## config.mk

```make
export PLATFORM = sky130hd
export DESIGN_NAME = apit_div
export DESIGN_NICKNAME = d
export VERILOG_FILES = /design/src/sv/assert_macros.svh /design/src/sv/apit_pkg.sv /design/src/sv/apit_div.sv
export SDC_FILE = /design/constraint.sdc
export NUM_CORES = 2
export LEC_CHECK = 0
export BUFFER_PORTS_ARGS = -buffer_cell sky130_fd_sc_hd__buf_2
export CAP_MARGIN = 20
export CORE_UTILIZATION = 63
export CTS_CLUSTER_SIZE = 12
export DETAILED_ROUTE_END_ITERATION = 10
export PLACE_DENSITY = 0.9
export SYNTH_ARGS = -nofsm -noshare
export SYNTH_HDL_FRONTEND = slang
export SYNTH_SLANG_ARGS = --single-unit
```

## constraint.sdc

```tcl
create_clock -name clk -period 5.1 [get_ports clk]
set_input_delay 0.255 -clock clk [delete_from_list [all_inputs] [get_ports clk]]
set_output_delay 0.255 -clock clk [all_outputs]
set_load 0.01 [all_outputs]
```

## src/sv/assert_macros.svh

```systemverilog
// Assertion macros shared by the RTL of the index transform block.
// Needs a clock named clk and an active-low reset named rst_n in the using scope.
`ifndef ASSERT_MACROS_SVH
`define ASSERT_MACROS_SVH

// Checked on every rising edge outside reset.
`define APIT_ASSERT(lbl, prop, msg) \
  lbl: assert property (@(posedge clk) disable iff (!rst_n) prop) else $error(msg);

// Checked on every rising edge, reset included.
`define APIT_ASSERT_ALWAYS(lbl, prop, msg) \
  lbl: assert property (@(posedge clk) prop) else $error(msg);

`endif

```

## src/sv/apit_pkg.sv

```systemverilog
// Package of the index transform block: widths, mode and register codes, stage record.
// No dependencies; used by apit_div and array_partition_index_transform_top.
package apit_pkg;

  localparam int IDX_W = 24;
  localparam int DIV_W = IDX_W + 1;
  localparam int ADR_W = IDX_W + 2;
  localparam int CFG_W = 3;
  localparam int MODE_W = 3;

  // Edges from the accepting edge to the edge that takes the result.
  localparam int PIPE_LAT = 2 * DIV_W + 11;

  localparam logic [MODE_W-1:0] MODE_VOID    = 3'd0;
  localparam logic [MODE_W-1:0] MODE_BSIZE   = 3'd1;
  localparam logic [MODE_W-1:0] MODE_BCOUNT  = 3'd2;
  localparam logic [MODE_W-1:0] MODE_STRIDE  = 3'd3;
  localparam logic [MODE_W-1:0] MODE_BSTRIDE = 3'd4;

  localparam logic [CFG_W-1:0] CFG_MODE   = 3'd0;
  localparam logic [CFG_W-1:0] CFG_BSIZE  = 3'd1;
  localparam logic [CFG_W-1:0] CFG_PLIMIT = 3'd2;
  localparam logic [CFG_W-1:0] CFG_FPAD   = 3'd3;
  localparam logic [CFG_W-1:0] CFG_RPAD   = 3'd4;
  localparam logic [CFG_W-1:0] CFG_EXCL   = 3'd5;

  // Working record of one request as it moves down the pipeline.
  typedef struct packed {
    logic [IDX_W-1:0] idx;
    logic [IDX_W-1:0] lo;
    logic [IDX_W-1:0] hi;
    logic [IDX_W-1:0] z;
    logic [DIV_W-1:0] len;
    logic [DIV_W-1:0] cnt;
    logic [DIV_W-1:0] cntm1;
    logic [DIV_W-1:0] dva;
    logic [DIV_W-1:0] qz;
    logic [DIV_W-1:0] rz;
    logic [DIV_W-1:0] ql;
    logic [DIV_W-1:0] rl;
    logic [DIV_W-1:0] c4;
    logic [DIV_W-1:0] chunk;
    logic [DIV_W-1:0] q2;
    logic [DIV_W-1:0] r2;
    logic [DIV_W-1:0] q3;
    logic [DIV_W-1:0] r3;
    logic [DIV_W-1:0] part;
    logic [DIV_W-1:0] npart;
    logic [DIV_W-1:0] ent3;
    logic [DIV_W-1:0] ent4;
    logic [IDX_W-1:0] mloc;
    logic [IDX_W-1:0] ment;
    logic [IDX_W-1:0] loc4;
    logic [IDX_W-1:0] phi_str;
    logic [ADR_W-1:0] tb;
    logic [ADR_W-1:0] beg;
    logic [ADR_W-1:0] e_raw;
    logic [ADR_W-1:0] bend;
    logic [ADR_W-1:0] nb;
    logic [ADR_W-1:0] pb;
    logic [ADR_W-1:0] pe;
    logic [ADR_W-1:0] ne_raw;
    logic [ADR_W-1:0] ne;
    logic [ADR_W-1:0] plo_pad;
    logic [ADR_W-1:0] phi_pad;
    logic             has_prev;
    logic             has_next;
    logic             is_last;
    logic             p2last;
    logic             front;
    logic             rear;
    logic             nv;
  } item_t;

endpackage

```

## src/sv/apit_div.sv

```systemverilog
// Pipelined restoring divider, one quotient bit per register stage.
// Depends on apit_pkg for the operand width.
module apit_div (
  input  logic                       clk,
  input  logic [apit_pkg::DIV_W-1:0] dividend,
  input  logic [apit_pkg::DIV_W-1:0] divisor,
  output logic [apit_pkg::DIV_W-1:0] quotient,
  output logic [apit_pkg::DIV_W-1:0] remainder
);
  import apit_pkg::*;

  logic [DIV_W-1:0] rem_r [DIV_W];
  logic [DIV_W-1:0] quo_r [DIV_W];
  logic [DIV_W-1:0] dvd_r [DIV_W];
  logic [DIV_W-1:0] dsr_r [DIV_W];
  logic [DIV_W-1:0] rem_nxt [DIV_W];
  logic [DIV_W-1:0] quo_nxt [DIV_W];
  logic [DIV_W-1:0] dvd_nxt [DIV_W];
  logic [DIV_W-1:0] dsr_nxt [DIV_W];

  // Each stage shifts in the next dividend bit and subtracts the divisor if it fits.
  always_comb begin
    logic [DIV_W-1:0] pr;
    logic [DIV_W-1:0] pd;
    logic [DIV_W-1:0] pq;
    logic [DIV_W-1:0] ps;
    logic [DIV_W:0]   sh;
    logic [DIV_W:0]   df;
    for (int k = 0; k < DIV_W; k++) begin
      if (k == 0) begin
        pr = '0;
        pd = dividend;
        pq = '0;
        ps = divisor;
      end else begin
        pr = rem_r[k-1];
        pd = dvd_r[k-1];
        pq = quo_r[k-1];
        ps = dsr_r[k-1];
      end
      sh = {pr, pd[DIV_W-1]};
      df = sh - {1'b0, ps};
      if (sh >= {1'b0, ps}) begin
        rem_nxt[k] = df[DIV_W-1:0];
        quo_nxt[k] = {pq[DIV_W-2:0], 1'b1};
      end else begin
        rem_nxt[k] = sh[DIV_W-1:0];
        quo_nxt[k] = {pq[DIV_W-2:0], 1'b0};
      end
      dvd_nxt[k] = {pd[DIV_W-2:0], 1'b0};
      dsr_nxt[k] = ps;
    end
  end

  // Stage registers carry data only; validity travels beside them.
  always_ff @(posedge clk) begin
    for (int k = 0; k < DIV_W; k++) begin
      rem_r[k] <= rem_nxt[k];
      quo_r[k] <= quo_nxt[k];
      dvd_r[k] <= dvd_nxt[k];
      dsr_r[k] <= dsr_nxt[k];
    end
  end

  assign quotient  = quo_r[DIV_W-1];
  assign remainder = rem_r[DIV_W-1];

endmodule

```

==> run metrics <==
vias per cell 5.70; CP Capture Type flop; Setup TNS 0 ns; Clock Power Share 0.324; Yosys reg bits 1,850; Detail Route Antenna Nets 0; Syn Nets 8,085; share of the synthesized area in the top cell type 0.500; DRT Pass-1 Iters 6; Vias 52,700; row count 125; vias in the first global route 51,900; hpwl dp 119,000 um; Total Routing Usage GR 0.269; final number of hold-violating endpoints 0; Synth area leaders dfxtp_1 (50%), ha_1 (10%), inv_1 (4.0%); Layout fillers 8,261; Post-CTS Setup Bufs 0; top post-synthesis cells by count dfxtp_1 (1,850), inv_1 (783), ha_1 (602); Layout Nets 8,309; area occupied by multi-input gates 0.0335 sq mm; WP data arrival 4.99 ns; WP data required 5.81 ns; Layout area overhead 11.0%; sequential share of power 0.431; Setup Skew 0.0416 ns; Final Util 0.707; initial antenna violation count 2; combinational power share 0.244; Initial Utilization 0.636; CTS tree yes; Max-slew headroom 0.321; worst hold path class in -> reg; Main synth FF type dfxtp_1; outcome finished clean; fin. max-slew vios 0; hold buffer count at CTS 50; reg2reg setup slack 0.82 ns; clock-pin transition on the worst setup and hold timing paths 0.06 ns; Post-CTS Resized 0; RSZ-0062 raised after global routing no; first-pass GRT wire length 259,000 um; cell count after synthesis 7,408; crit-path cells inv_1, ha_1, inv_1, fa_1, a21o_1, a221oi_1, o221ai_1, a211oi_1, o21ai_0, a21oi_1, nor2_1, a211o_1, xnor2_1, o21ai_0; total CTS buffers 184; I/O pins 101; insertion delay to the later sink of the worst-skew pair 0.82 ns; asr flop ratio synth 0; H-tree depth 4; power density cells 469 mW/mm^2; Pint 27.2 mW; type of origin of the critical path flop; min Tclk post-route 4.28 ns; core region area 0.116 sq mm; leak pwr 38.6 nW; # setup viols final 0; PortBufs 100; Switch Pwr 11.4 mW; Synth Cell Area 0.0741 sq mm; CTS Sinks 1,850; Post-synth EDFFs 0; Slew @ Worst Pin 0.992 ns; crit-path max FO 4; switching share of power 0.295; largest net degree at the start of global routing 48; Post-route DRC 0; number of max-cap violations 0; syn_area_per_cell 10.0 sq um; Die Ht 345 um; slowest cell on the critical path a211oi_1; fmax 0.234 GHz; Hold Slack 0.0807 ns; clock root buffer clkbuf_16; Critical Path Max Stage Delay 0.63 ns; DR WL/cell 17.5 um; starting DRC count in detailed routing 3,888; Reg area 0.0370 sq mm; synthesis warning total 0; post-synth cell types 86; CTS Buffer Depth 3; drt total wl 162,000 um; critical path class reg -> reg; Die Width 345 um; largest area contributor in the netlist dfxtp_1; most common cell in the netlist dfxtp_1; total gr overflow 0; post-synthesis sequential area ratio 0.500; RD Place Congestion 0.954; die area 0.119 sq mm; Tcrit/Tclk final 0.839; Max VDD drop 0.353 mV; PnR Total Power 38.5 mW; layout cells sized above 1 0.0893
-- layout by cell type, fill, tap and decap left out, types with 18 or more instances in the layout --
| cell | instances |
|---|---|
| nand4_1 | 86 |
| a21boi_0 | 24 |
| or2_2 | 25 |
| xnor2_1 | 314 |
| nor2_1 | 385 |
| buf_2 | 100 |
| dlygate4sd3_1 | 50 |
| and2_1 | 20 |
| and3_1 | 51 |
| clkbuf_8 | 28 |
| or3_1 | 26 |
| inv_1 | 783 |
| clkbuf_16 | 186 |
| nand2b_1 | 75 |
| mux2_1 | 18 |
| ha_1 | 602 |
| o21ai_0 | 441 |
| nand2_1 | 426 |
| o21a_1 | 76 |
| a31oi_1 | 62 |
| o21bai_1 | 73 |
| nor2b_1 | 68 |
| o211ai_1 | 30 |
| a21oi_1 | 557 |
| a211oi_1 | 47 |
| mux2_2 | 239 |
| a21o_1 | 241 |
| dfxtp_1 | 1850 |
| fa_1 | 24 |
| a211o_1 | 18 |
| nand3_1 | 101 |
| nor4_1 | 31 |
| clkbuf_1 | 33 |
| buf_4 | 41 |
| nor3_1 | 87 |
| o31ai_1 | 34 |
| xor2_1 | 192 |
-- flip-flops by register name, indices dropped and copies added, names as in the netlist --
name   cells
dsr_r    600
rem_r    625
dvd_r    300
quo_r    325
-- per-layer routing --
layer / routed length, um / vias up / share of wire / GRT usage
met2: 78400 / 1645 / 0.48 / 0.461
met3: 9000 / 401 / 0.055 / 0.0445
met4: 5320 / 0 / 0.033 / 0.0994
met1: 69500 / 24800 / 0.43 / 0.340
met5: 0 / - / 0 / 0
li1: - / 25800 / - / -
-- layout make-up --
type / instances / area share
Antenna cell: 1 / 0.0000304
Clock buffer: 247 / 0.0628
Clock inverter: 30 / 0.00423
Inverter: 783 / 0.0357
Multi-Input combinational cell: 4621 / 0.407
Sequential cell: 1850 / 0.450
Tap cell: 1524 / 0.0232
Timing Repair Buffer: 192 / 0.0162
-- stage by stage --
| step | cell area, sq um | setup slack (ns) | std cells |
|---|---|---|---|
| 6_report | 82200 | 0.819 | 9248 |
| 5_1_grt | 82200 | 0.549 | 9248 |
| 4_1_cts | 82200 | 0.874 | 9247 |
| 3_5_place_dp | 76200 | 0.916 | 8920 |
| 3_3_place_gp | 76200 | 1.07 | 8920 |
| 2_1_floorplan | 74100 | 1.45 | 7408 |
-- critical path: cells and delay by family, from the launching register on --
kind / cells / cell delay, ns
adder cells (fa/ha/maj): 2 / 0.57
buffers and inverters: 2 / 0.11
XOR/XNOR: 1 / 0.13
AO/OA/AOI/OAI: 8 / 2.95
flip-flops: 1 / 0.31
AND/OR/NAND/NOR: 1 / 0.13
-- cell families after synthesis --
family | after synthesis | synth area share
AO/OA/AOI/OAI | 1778 | 0.149
buffers and inverters | 937 | 0.0493
AND/OR/NAND/NOR | 1438 | 0.0927
multiplexers | 273 | 0.0412
adder cells (fa/ha/maj) | 626 | 0.108
flip-flops | 1850 | 0.500
XOR/XNOR | 506 | 0.0598
-- power by group through the flow --
stage | registers (mW) | clock network, mW | logic, mW
floorplan | 16.6 | 0 | 7.28
global placement | 16.9 | 0 | 8.74
detailed placement | 16.9 | 0 | 9.04
CTS | 16.6 | 12.8 | 9.26
global route | 16.7 | 13.4 | 10.4
finish | 16.6 | 12.5 | 9.42
-- worst paths after layout --
check | start | endpoint | cells after the start
setup reg to reg | dvd_r[2][143]$_DFF_P_ | rem_r[1][174]$_DFF_P_ | 14
hold / removal | dividend[0] | dvd_r[0][0]$_DFF_P_ | 2
hold reg to reg | quo_r[0][381]$_DFF_P_ | quo_r[1][7]$_DFF_P_ | 0
setup / recovery | dvd_r[2][143]$_DFF_P_ | rem_r[1][174]$_DFF_P_ | 14
Power figures use the tool's default switching activity.
